## config.mk

```make
export PLATFORM = sky130hd
export DESIGN_NAME = peak_limiter_instant_attack_unit
export DESIGN_NICKNAME = d
export VERILOG_FILES = /design/src/pli_pkg.sv /design/src/peak_limiter_instant_attack_unit.sv /design/src/pli_iter_unit.sv
export SDC_FILE = /design/constraint.sdc
export NUM_CORES = 2
export LEC_CHECK = 0
export BUFFER_PORTS_ARGS = -buffer_cell sky130_fd_sc_hd__buf_2
export CAP_MARGIN = 20
export CORE_UTILIZATION = 58
export DETAILED_ROUTE_END_ITERATION = 16
export MAX_ROUTING_LAYER = met4
export PLACE_DENSITY = 0.75
export SLEW_MARGIN = 20
export SYNTH_ARGS = -nofsm -noshare
export SYNTH_HDL_FRONTEND = slang
export SYNTH_SLANG_ARGS = --single-unit
```

## constraint.sdc

```tcl
create_clock -name clk_i -period 16.7 [get_ports clk_i]
set_clock_uncertainty 0.15 [all_clocks]
set_input_delay 3.34 -clock clk_i [delete_from_list [all_inputs] [get_ports clk_i]]
set_output_delay 3.34 -clock clk_i [all_outputs]
set_load 0.1 [all_outputs]
```

## src/pli_pkg.sv

```systemverilog
// pli_pkg: shared types and constants of the peak limiter
// widths, register defaults, config indexes, sequencer states and the iterative unit command/status structs
// no dependencies
package pli_pkg;

  localparam int unsigned SampleBitsDef = 32;
  localparam int unsigned PressureW     = 32;
  localparam int unsigned OutW          = 18;
  localparam int unsigned OutBytesW     = 24;
  localparam int unsigned RcW           = 24;
  localparam int unsigned ScaleW        = 16;
  localparam int unsigned QuotW         = 17;
  localparam int unsigned CfgIndexW     = 8;
  localparam int unsigned CfgDataW      = 32;
  localparam int unsigned StepW         = $clog2((RcW > QuotW) ? RcW : QuotW);

  localparam logic [RcW-1:0]    RcReset    = 24'd16773721;
  localparam logic [ScaleW-1:0] ScaleReset = 16'd3277;
  localparam int unsigned       UnityLevel = 65536;

  localparam logic [CfgIndexW-1:0] CfgRelease = 8'd0;
  localparam logic [CfgIndexW-1:0] CfgScale   = 8'd1;

  typedef enum logic {
    OpMul,
    OpDiv
  } pli_op_e;

  typedef struct packed {
    logic    start;
    pli_op_e op;
  } pli_cmd_t;

  typedef struct packed {
    logic busy;
    logic done;
  } pli_stat_t;

  typedef enum logic [2:0] {
    StIdle,
    StScale,
    StDecay,
    StUpdate,
    StDivStart,
    StDivide,
    StFinish
  } pli_state_e;

endpackage

```

## src/peak_limiter_instant_attack_unit.sv

```systemverilog
// peak_limiter_instant_attack_unit: top level of the peak limiter
// scales the sample, tracks the peak envelope and divides by it when above unity
// depends on pli_pkg and pli_iter_unit
//
// usage:
//   s_axis carries one pressure sample per beat (Q15.16, signed, tdata bits 31:0).
//   m_axis returns one beat per sample: tdata[17:0] the limited sample (Q1.16),
//   tuser the gain reduction flag.
//   cfg_* writes release coefficient (index 0) and input scale (index 1);
//   other indexes are dropped. cfg_ready_o is always high; write only when idle.
// processing:
//   an accepted sample is scaled, decayed and, when the envelope rises above unity,
//   divided, then waits for the output register if it is stalled. the work runs on the
//   shared adder: 24 shift-add steps for the decay, 17 restoring divide steps.
//   s_axis_tready is high only while the sequencer is idle.
// reset:
//   envelope cleared to zero, registers back to their defaults, no beat pending.
// stall:
//   a finished result waits in the output register; the next sample is accepted
//   and worked on meanwhile, and its result waits until the register frees up.
module peak_limiter_instant_attack_unit
  import pli_pkg::*;
#(
  parameter int unsigned SampleBits = SampleBitsDef
) (
  input  logic                 clk_i,
  input  logic                 rst_ni,
  input  logic                 s_axis_tvalid,
  output logic                 s_axis_tready,
  input  logic [PressureW-1:0] s_axis_tdata,  // pressure_sample
  output logic                 m_axis_tvalid,
  input  logic                 m_axis_tready,
  output logic [OutBytesW-1:0] m_axis_tdata,  // limited_sample, zero pad
  output logic                 m_axis_tuser,  // gain_reduced
  input  logic                 cfg_valid_i,
  output logic                 cfg_ready_o,
  input  logic [CfgIndexW-1:0] cfg_index_i,
  input  logic [CfgDataW-1:0]  cfg_data_i
);

  localparam int unsigned ProdW = PressureW + ScaleW + 1;
  localparam int unsigned WideW = ProdW + 1;
  localparam logic signed [WideW-1:0] SMax = (WideW'(1) <<< (SampleBits - 1)) - WideW'(1);
  localparam logic signed [WideW-1:0] SMin = -SMax - WideW'(1);
  localparam logic signed [WideW-1:0] RoundHalf = WideW'(32768);
  localparam logic [SampleBits:0]     Unity = (SampleBits + 1)'(UnityLevel);

  pli_state_e state_q, state_d;

  logic [RcW-1:0]        rc_q;
  logic [ScaleW-1:0]     scale_q;
  logic [SampleBits-1:0] env_q;
  logic [SampleBits-1:0] env_d;
  logic                  env_we;

  logic signed [ProdW-1:0] prod_q;
  logic [SampleBits-1:0]   mag_q;
  logic                    neg_q;
  logic                    red_q;

  logic signed [WideW-1:0] rnd_w;
  logic signed [WideW-1:0] x_w;
  logic [SampleBits-1:0]   x_sat;
  logic [SampleBits-1:0]   x_mag;

  logic                  out_valid_q;
  logic [OutW-1:0]       out_data_q;
  logic                  out_red_q;
  logic [OutW-1:0]       res_mag;
  logic [OutW-1:0]       res_val;
  logic                  out_load;

  pli_cmd_t              unit_cmd;
  pli_stat_t             unit_stat;
  logic [SampleBits-1:0] unit_prod;
  logic [QuotW-1:0]      unit_quot;

  pli_iter_unit #(
    .SampleBits(SampleBits)
  ) u_iter (
    .clk_i,
    .rst_ni,
    .cmd_i  (unit_cmd),
    .stat_o (unit_stat),
    .env_i  (env_q),
    .coef_i (rc_q),
    .mag_i  (mag_q),
    .prod_o (unit_prod),
    .quot_o (unit_quot)
  );

  // rounding, floor shift and saturation of the scaled sample, and its magnitude
  always_comb begin
    rnd_w = WideW'(prod_q) + RoundHalf;
    x_w   = rnd_w >>> 16;
    if (x_w > SMax) begin
      x_sat = SMax[SampleBits-1:0];
    end else if (x_w < SMin) begin
      x_sat = SMin[SampleBits-1:0];
    end else begin
      x_sat = x_w[SampleBits-1:0];
    end
    x_mag = x_sat[SampleBits-1] ? (~x_sat + 1'b1) : x_sat;
  end

  always_comb begin
    env_d   = (mag_q > unit_prod) ? mag_q : unit_prod;
    res_mag = red_q ? OutW'(unit_quot) : OutW'(mag_q);
    res_val = neg_q ? (~res_mag + 1'b1) : res_mag;
  end

  // sequencer
  always_ff @(posedge clk_i or negedge rst_ni) begin
    if (!rst_ni) begin
      state_q <= StIdle;
    end else begin
      state_q <= state_d;
    end
  end

  always_comb begin
    state_d       = state_q;
    s_axis_tready = 1'b0;
    unit_cmd      = '{start: 1'b0, op: OpMul};
    env_we        = 1'b0;
    out_load      = 1'b0;
    case (state_q)
      StIdle: begin
        s_axis_tready = 1'b1;
        if (s_axis_tvalid) begin
          state_d = StScale;
        end
      end
      StScale: begin
        unit_cmd = '{start: 1'b1, op: OpMul};
        state_d  = StDecay;
      end
      StDecay: begin
        if (unit_stat.done) begin
          state_d = StUpdate;
        end
      end
      StUpdate: begin
        env_we  = 1'b1;
        state_d = ({1'b0, env_d} > Unity) ? StDivStart : StFinish;
      end
      StDivStart: begin
        unit_cmd = '{start: 1'b1, op: OpDiv};
        state_d  = StDivide;
      end
      StDivide: begin
        if (unit_stat.done) begin
          state_d = StFinish;
        end
      end
      StFinish: begin
        if (!out_valid_q || m_axis_tready) begin
          out_load = 1'b1;
          state_d  = StIdle;
        end
      end
      default: begin
        state_d = StIdle;
      end
    endcase
  end

  always_ff @(posedge clk_i or negedge rst_ni) begin
    if (!rst_ni) begin
      rc_q        <= RcReset;
      scale_q     <= ScaleReset;
      env_q       <= '0;
      out_valid_q <= 1'b0;
    end else begin
      if (cfg_valid_i && (cfg_index_i == CfgRelease)) begin
        rc_q <= cfg_data_i[RcW-1:0];
      end
      if (cfg_valid_i && (cfg_index_i == CfgScale)) begin
        scale_q <= cfg_data_i[ScaleW-1:0];
      end
      if (env_we) begin
        env_q <= env_d;
      end
      if (out_load) begin
        out_valid_q <= 1'b1;
      end else if (m_axis_tready) begin
        out_valid_q <= 1'b0;
      end
    end
  end

  always_ff @(posedge clk_i) begin
    if (s_axis_tvalid && s_axis_tready) begin
      prod_q <= $signed(s_axis_tdata) * $signed({1'b0, scale_q});
    end
    if (state_q == StScale) begin
      mag_q <= x_mag;
      neg_q <= x_sat[SampleBits-1];
    end
    if (env_we) begin
      red_q <= ({1'b0, env_d} > Unity);
    end
    if (out_load) begin
      out_data_q <= res_val;
      out_red_q  <= red_q;
    end
  end

  assign cfg_ready_o   = 1'b1;
  assign m_axis_tvalid = out_valid_q;
  assign m_axis_tdata  = {(OutBytesW - OutW)'(0), out_data_q};
  assign m_axis_tuser  = out_red_q;

  a_one_beat_at_a_time: assert property (@(posedge clk_i) disable iff (!rst_ni)
    s_axis_tvalid && s_axis_tready |=> !s_axis_tready)
    else $error("second beat accepted while a sample is in work");

  a_start_when_free: assert property (@(posedge clk_i) disable iff (!rst_ni)
    unit_cmd.start |-> !unit_stat.busy)
    else $error("shared unit started while busy");

  a_done_expected: assert property (@(posedge clk_i) disable iff (!rst_ni)
    unit_stat.done |-> (state_q == StDecay) || (state_q == StDivide))
    else $error("shared unit finished outside a wait state");

  a_output_bounded: assert property (@(posedge clk_i) disable iff (!rst_ni)
    m_axis_tvalid |-> ($signed(m_axis_tdata[OutW-1:0]) >= -$signed(OutW'(UnityLevel))) &&
                      ($signed(m_axis_tdata[OutW-1:0]) <= $signed(OutW'(UnityLevel))))
    else $error("limited sample above unity");

  a_load_sets_valid: assert property (@(posedge clk_i) disable iff (!rst_ni)
    out_load |=> m_axis_tvalid)
    else $error("result lost at output register");

endmodule

```

## src/pli_iter_unit.sv

```systemverilog
// pli_iter_unit: shared add/subtract unit run bit by bit
// does the envelope decay multiply (shift-add) and the gain divide (restoring)
// depends on pli_pkg
module pli_iter_unit
  import pli_pkg::*;
#(
  parameter int unsigned SampleBits = SampleBitsDef
) (
  input  logic                  clk_i,
  input  logic                  rst_ni,
  input  pli_cmd_t              cmd_i,
  output pli_stat_t             stat_o,
  input  logic [SampleBits-1:0] env_i,
  input  logic [RcW-1:0]        coef_i,
  input  logic [SampleBits-1:0] mag_i,
  output logic [SampleBits-1:0] prod_o,
  output logic [QuotW-1:0]      quot_o
);

  localparam int unsigned AddW = SampleBits + 2;

  logic                  busy_q;
  logic                  done_q;
  pli_op_e               op_q;
  logic [StepW-1:0]      cnt_q;
  logic [SampleBits-1:0] acc_q;
  logic [RcW-1:0]        mr_q;
  logic [SampleBits:0]   rem_q;
  logic [QuotW-1:0]      quot_q;

  logic [AddW-1:0]       add_a;
  logic [AddW-1:0]       add_b;
  logic                  add_sub;
  logic [AddW-1:0]       add_sum;
  logic                  div_neg;
  logic [SampleBits-1:0] div_sel;

  // one adder shared by both operations
  always_comb begin
    case (op_q)
      OpDiv: begin
        add_a   = {1'b0, rem_q};
        add_b   = {2'b00, env_i};
        add_sub = 1'b1;
      end
      default: begin
        add_a   = {2'b00, acc_q};
        add_b   = mr_q[0] ? {2'b00, env_i} : '0;
        add_sub = 1'b0;
      end
    endcase
    add_sum = add_a + (add_sub ? ~add_b : add_b) + AddW'(add_sub);
    div_neg = add_sum[AddW-1];
    div_sel = div_neg ? rem_q[SampleBits-1:0] : add_sum[SampleBits-1:0];
  end

  always_ff @(posedge clk_i or negedge rst_ni) begin
    if (!rst_ni) begin
      busy_q <= 1'b0;
      done_q <= 1'b0;
      op_q   <= OpMul;
      cnt_q  <= '0;
    end else begin
      done_q <= busy_q && (cnt_q == '0);
      if (cmd_i.start) begin
        busy_q <= 1'b1;
        op_q   <= cmd_i.op;
        cnt_q  <= (cmd_i.op == OpDiv) ? StepW'(QuotW - 1) : StepW'(RcW - 1);
      end else if (busy_q) begin
        if (cnt_q == '0) begin
          busy_q <= 1'b0;
        end
        cnt_q <= cnt_q - 1'b1;
      end
    end
  end

  always_ff @(posedge clk_i) begin
    if (cmd_i.start) begin
      acc_q  <= '0;
      mr_q   <= coef_i;
      rem_q  <= {1'b0, mag_i};
      quot_q <= '0;
    end else if (busy_q) begin
      case (op_q)
        OpDiv: begin
          rem_q  <= {div_sel, 1'b0};
          quot_q <= {quot_q[QuotW-2:0], ~div_neg};
        end
        default: begin
          acc_q <= add_sum[SampleBits:1];
          mr_q  <= mr_q >> 1;
        end
      endcase
    end
  end

  assign stat_o.busy = busy_q;
  assign stat_o.done = done_q;
  assign prod_o      = acc_q;
  assign quot_o      = quot_q;

endmodule
```

==> impl_metrics.env <==
export IMPL_status="finished clean"
export IMPL_setup_violations=0
export IMPL_multi_input_area_mm2=0.02354
export IMPL_dp_hpwl_um=60100
export IMPL_netlist_area_mm2=0.03401
export IMPL_yosysWarnings=0
export IMPL_place_area_mm2=0.03495
export IMPL_crit_slowest_cell="fa_1"
export IMPL_worstPathCellList="buf_2 -> and2_1 -> fa_1 -> inv_1 -> fa_1 -> fa_1 -> fa_1 -> inv_1 -> fa_1 -> inv_1 -> fa_1 -> inv_1 -> ha_1 -> a211oi_1 -> nand2_1 -> o211ai_1 -> o21ba_2 -> o21ai_0 -> o31ai_1 -> a31oi_1 -> a211o_1 -> a221oi_1 -> xnor2_1"
export IMPL_fin_setup_tns_ns=0
export IMPL_dr_first_iter_drc_count=1574
export IMPL_core_area_mm2=0.05781
export IMPL_rows=88
export IMPL_syn_inst=3766
export IMPL_synthDistinctLibCells=82
export IMPL_clock_fmax_mhz=99.14
export IMPL_clockBufferDepth=3
export IMPL_port_buffers=89
export IMPL_drc=0
export IMPL_rsz0062_at_grt="no"
export IMPL_cts_buffers_inserted=30
export IMPL_post_cts_buffers=0
export IMPL_finalCriticalPeriod_ns=10.09
export IMPL_grt_usage=0.2969
export IMPL_drv_slew=0
export IMPL_cts_tree="built"
export IMPL_reg2reg_slack_ns=8.61
export IMPL_vias=25829
export IMPL_powerDensity_mw_per_mm2=56.03
export IMPL_syn_area_per_cell_um2=9.031
export IMPL_peakVddDrop_uv=102.5
export IMPL_io_pins=105
export IMPL_final_cell_mix="inv_1, nand2_1, fa_1"
export IMPL_synth_top_area_frac=0.2872
export IMPL_ctsRootBufferMaster="clkbuf_16"
export IMPL_synth_area_leaders="fa_1, edfxtp_1, inv_1, nand2_1, ha_1"
export IMPL_clk_pin_slew_ns=0.06
export IMPL_synth_seq_cells=277
export IMPL_drive_above_1_share=0.07692
export IMPL_min_path_type="register to register"
export IMPL_initial_core_util=0.5884
export IMPL_finalHoldViolations=0
export IMPL_grt_max_degree=81
export IMPL_seq_area_mm2=0.007431
export IMPL_stdcell_area_mm2=0.03594
export IMPL_total_power_mw=2.014
export IMPL_p_sw_mw=0.6515
export IMPL_yosysTopAreaCell="fa_1"
export IMPL_cap_violations=0
export IMPL_dieArea_mm2=0.05961
export IMPL_cts_resized=0
export IMPL_drt_wl_total_um=82670
export IMPL_power_frac_clock=0.334
export IMPL_startpoint_type="input port"
export IMPL_die_h_um=244.2
export IMPL_area_growth_pct=5.676
export IMPL_power_leakage_nw=16.93
export IMPL_nets=4481
export IMPL_viasPerCell=5.712
export IMPL_die_x_um=244.2
export IMPL_grt_pass1_wl_um=138000
export IMPL_crit_arrival_ns=10.26
export IMPL_async_reset_ff_frac=0.3032
export IMPL_path_max_fanout=16
export IMPL_rr_worst_depth=22
export IMPL_grt_overflow=0
export IMPL_numClockSinks=277
export IMPL_worst_pin_slew_ns=0.9987
export IMPL_swShare=0.3235
export IMPL_end_kind="register"
export IMPL_cts_hold_buf=0
export IMPL_min_delay_path_depth=2
export IMPL_ys_seq_area_frac=0.2184
export IMPL_cp_num_cells=23
export IMPL_yosys_most_used_dff="edfxtp_1"
export IMPL_gp_congestion=0.9497
export IMPL_slowest_delay_ns=0.56
export IMPL_crit_top_cell="fa_1"
export IMPL_fillerInstances=4983
export IMPL_crit_family="adder cells"
export IMPL_clkLatencyLatePin_ns=0.58
export IMPL_ant_nets=0
export IMPL_num_antenna_cells=0
export IMPL_antenna_found_initial=0
export IMPL_layout_commonest_cell="inv_1"
export IMPL_p_seq_frac=0.374
export IMPL_power_frac_comb=0.292
export IMPL_grt_pass1_vias=26807
export IMPL_path_buf_inv=5
export IMPL_synth_edf_count=143
export IMPL_htree_levels=1
export IMPL_required_ns=16.87
export IMPL_drt_pass1_iter_count=5
export IMPL_relSlewSlack=0.3326
export IMPL_path_class="input port to register"
export IMPL_p_int_mw=1.362
export IMPL_wl_per_cell_um=18.28
export IMPL_period_share=0.6040
[cell usage after synthesis (all sizes together), types with 50 or more instances]
library cell and number:
nand2 626, dfrtp 60, and2 243, o21ai 144, clkbuf 168, mux2 73
dfxtp 50, inv 633, fa 488, xor2 52, xnor2 72, ha 183
edfxtp 143, a21oi 151, mux2i 63, nor2 136
[per-stage QoR]
stage                     setup slack [ns]  std cells    util  hold WS (ns)
after floorplan                      6.982       3771       -        0.2860
after global placement               6.025       4465  0.6045        0.2936
after detailed placement             6.024       4466  0.6046        0.3000
after CTS                            6.615       4522  0.6218        0.3085
after global routing                 6.204       4522  0.6218        0.3412
final                                6.613       4522  0.6218        0.3083
[metal layers]
layer,GRT usage,up-vias,routed length [um]
li1,-,11883,-
met4,0.08290,0,2085
met1,0.3879,12948,34690
met5,-,-,0
met3,0.02897,151,5171
met2,0.4946,847,40730
[logic make-up (layout without fill, tap and decap cells)]
family / count (synthesis) / in the layout / share of synthesized area
and+or+nand+nor: 1251 / 1251 / 0.1746
DFF: 277 / 277 / 0.2184
muxes: 136 / 136 / 0.04282
AOI/OAI and AO/OA: 485 / 485 / 0.08586
adders and majority gates: 672 / 672 / 0.3548
buffers and inverters: 819 / 805 / 0.09141
other: 2 / 7 / 0.0002208
xor gates and xnor gates: 124 / 124 / 0.03193
[final timing paths]
path	start	end
min	u_iter.quot_o[16]	u_iter.quot_o[16]
max	s_axis_tdata[5]	prod_q[42]
min reg2reg	u_iter.quot_o[16]	u_iter.quot_o[16]
max in group asynchronous	rst_ni	u_iter.op_q
max reg2reg	scale_q[3]	prod_q[42]
min in group asynchronous	rst_ni	rc_q[8]
[worst reg2reg max path, delay by kind of cell (launching register included)]
kind | cells | cell delay (ns)
adders and majority gates | 7 | 3.09
AOI/OAI and AO/OA | 8 | 2.78
DFF | 1 | 1.13
and+or+nand+nor | 2 | 0.35
buffers and inverters | 4 | 0.24
xor gates and xnor gates | 1 | 0.11
[state kept, by name, summed over array words and instances, names as in the netlist]
register / cells
env_q: 32
m_axis_tuser: 1
m_axis_tvalid: 1
mag_q: 32
neg_q: 1
out_data_q: 18
prod_q: 34
rc_q: 24
red_q: 1
scale_q: 16
state_q: 3
u_iter.busy_q: 1
u_iter.cnt_q: 5
u_iter.done_q: 1
u_iter.mr_q: 24
u_iter.op_q: 1
u_iter.prod_o: 32
u_iter.quot_o: 17
u_iter.rem_q: 33
[power groups by stage]
stage | sequential (mW) | combinational [mW] | clock, mW
floorplan | 0.753 | 0.456 | 0
global placement | 0.765 | 0.577 | 0
detailed placement | 0.765 | 0.594 | 0
CTS | 0.752 | 0.596 | 0.685
global route | 0.753 | 0.685 | 0.711
finish | 0.753 | 0.588 | 0.673
[final cells by class]
cell class | instances | share of cell area
clock inverters | 21 | 0.006196
repair buffers | 116 | 0.01810
clock buffers | 35 | 0.02141
well taps | 765 | 0.02663
inverters | 633 | 0.06611
flip-flops and latches | 277 | 0.2067
multi-input cells | 2675 | 0.6548
Note: power is estimated with default switching activity, not from simulation.
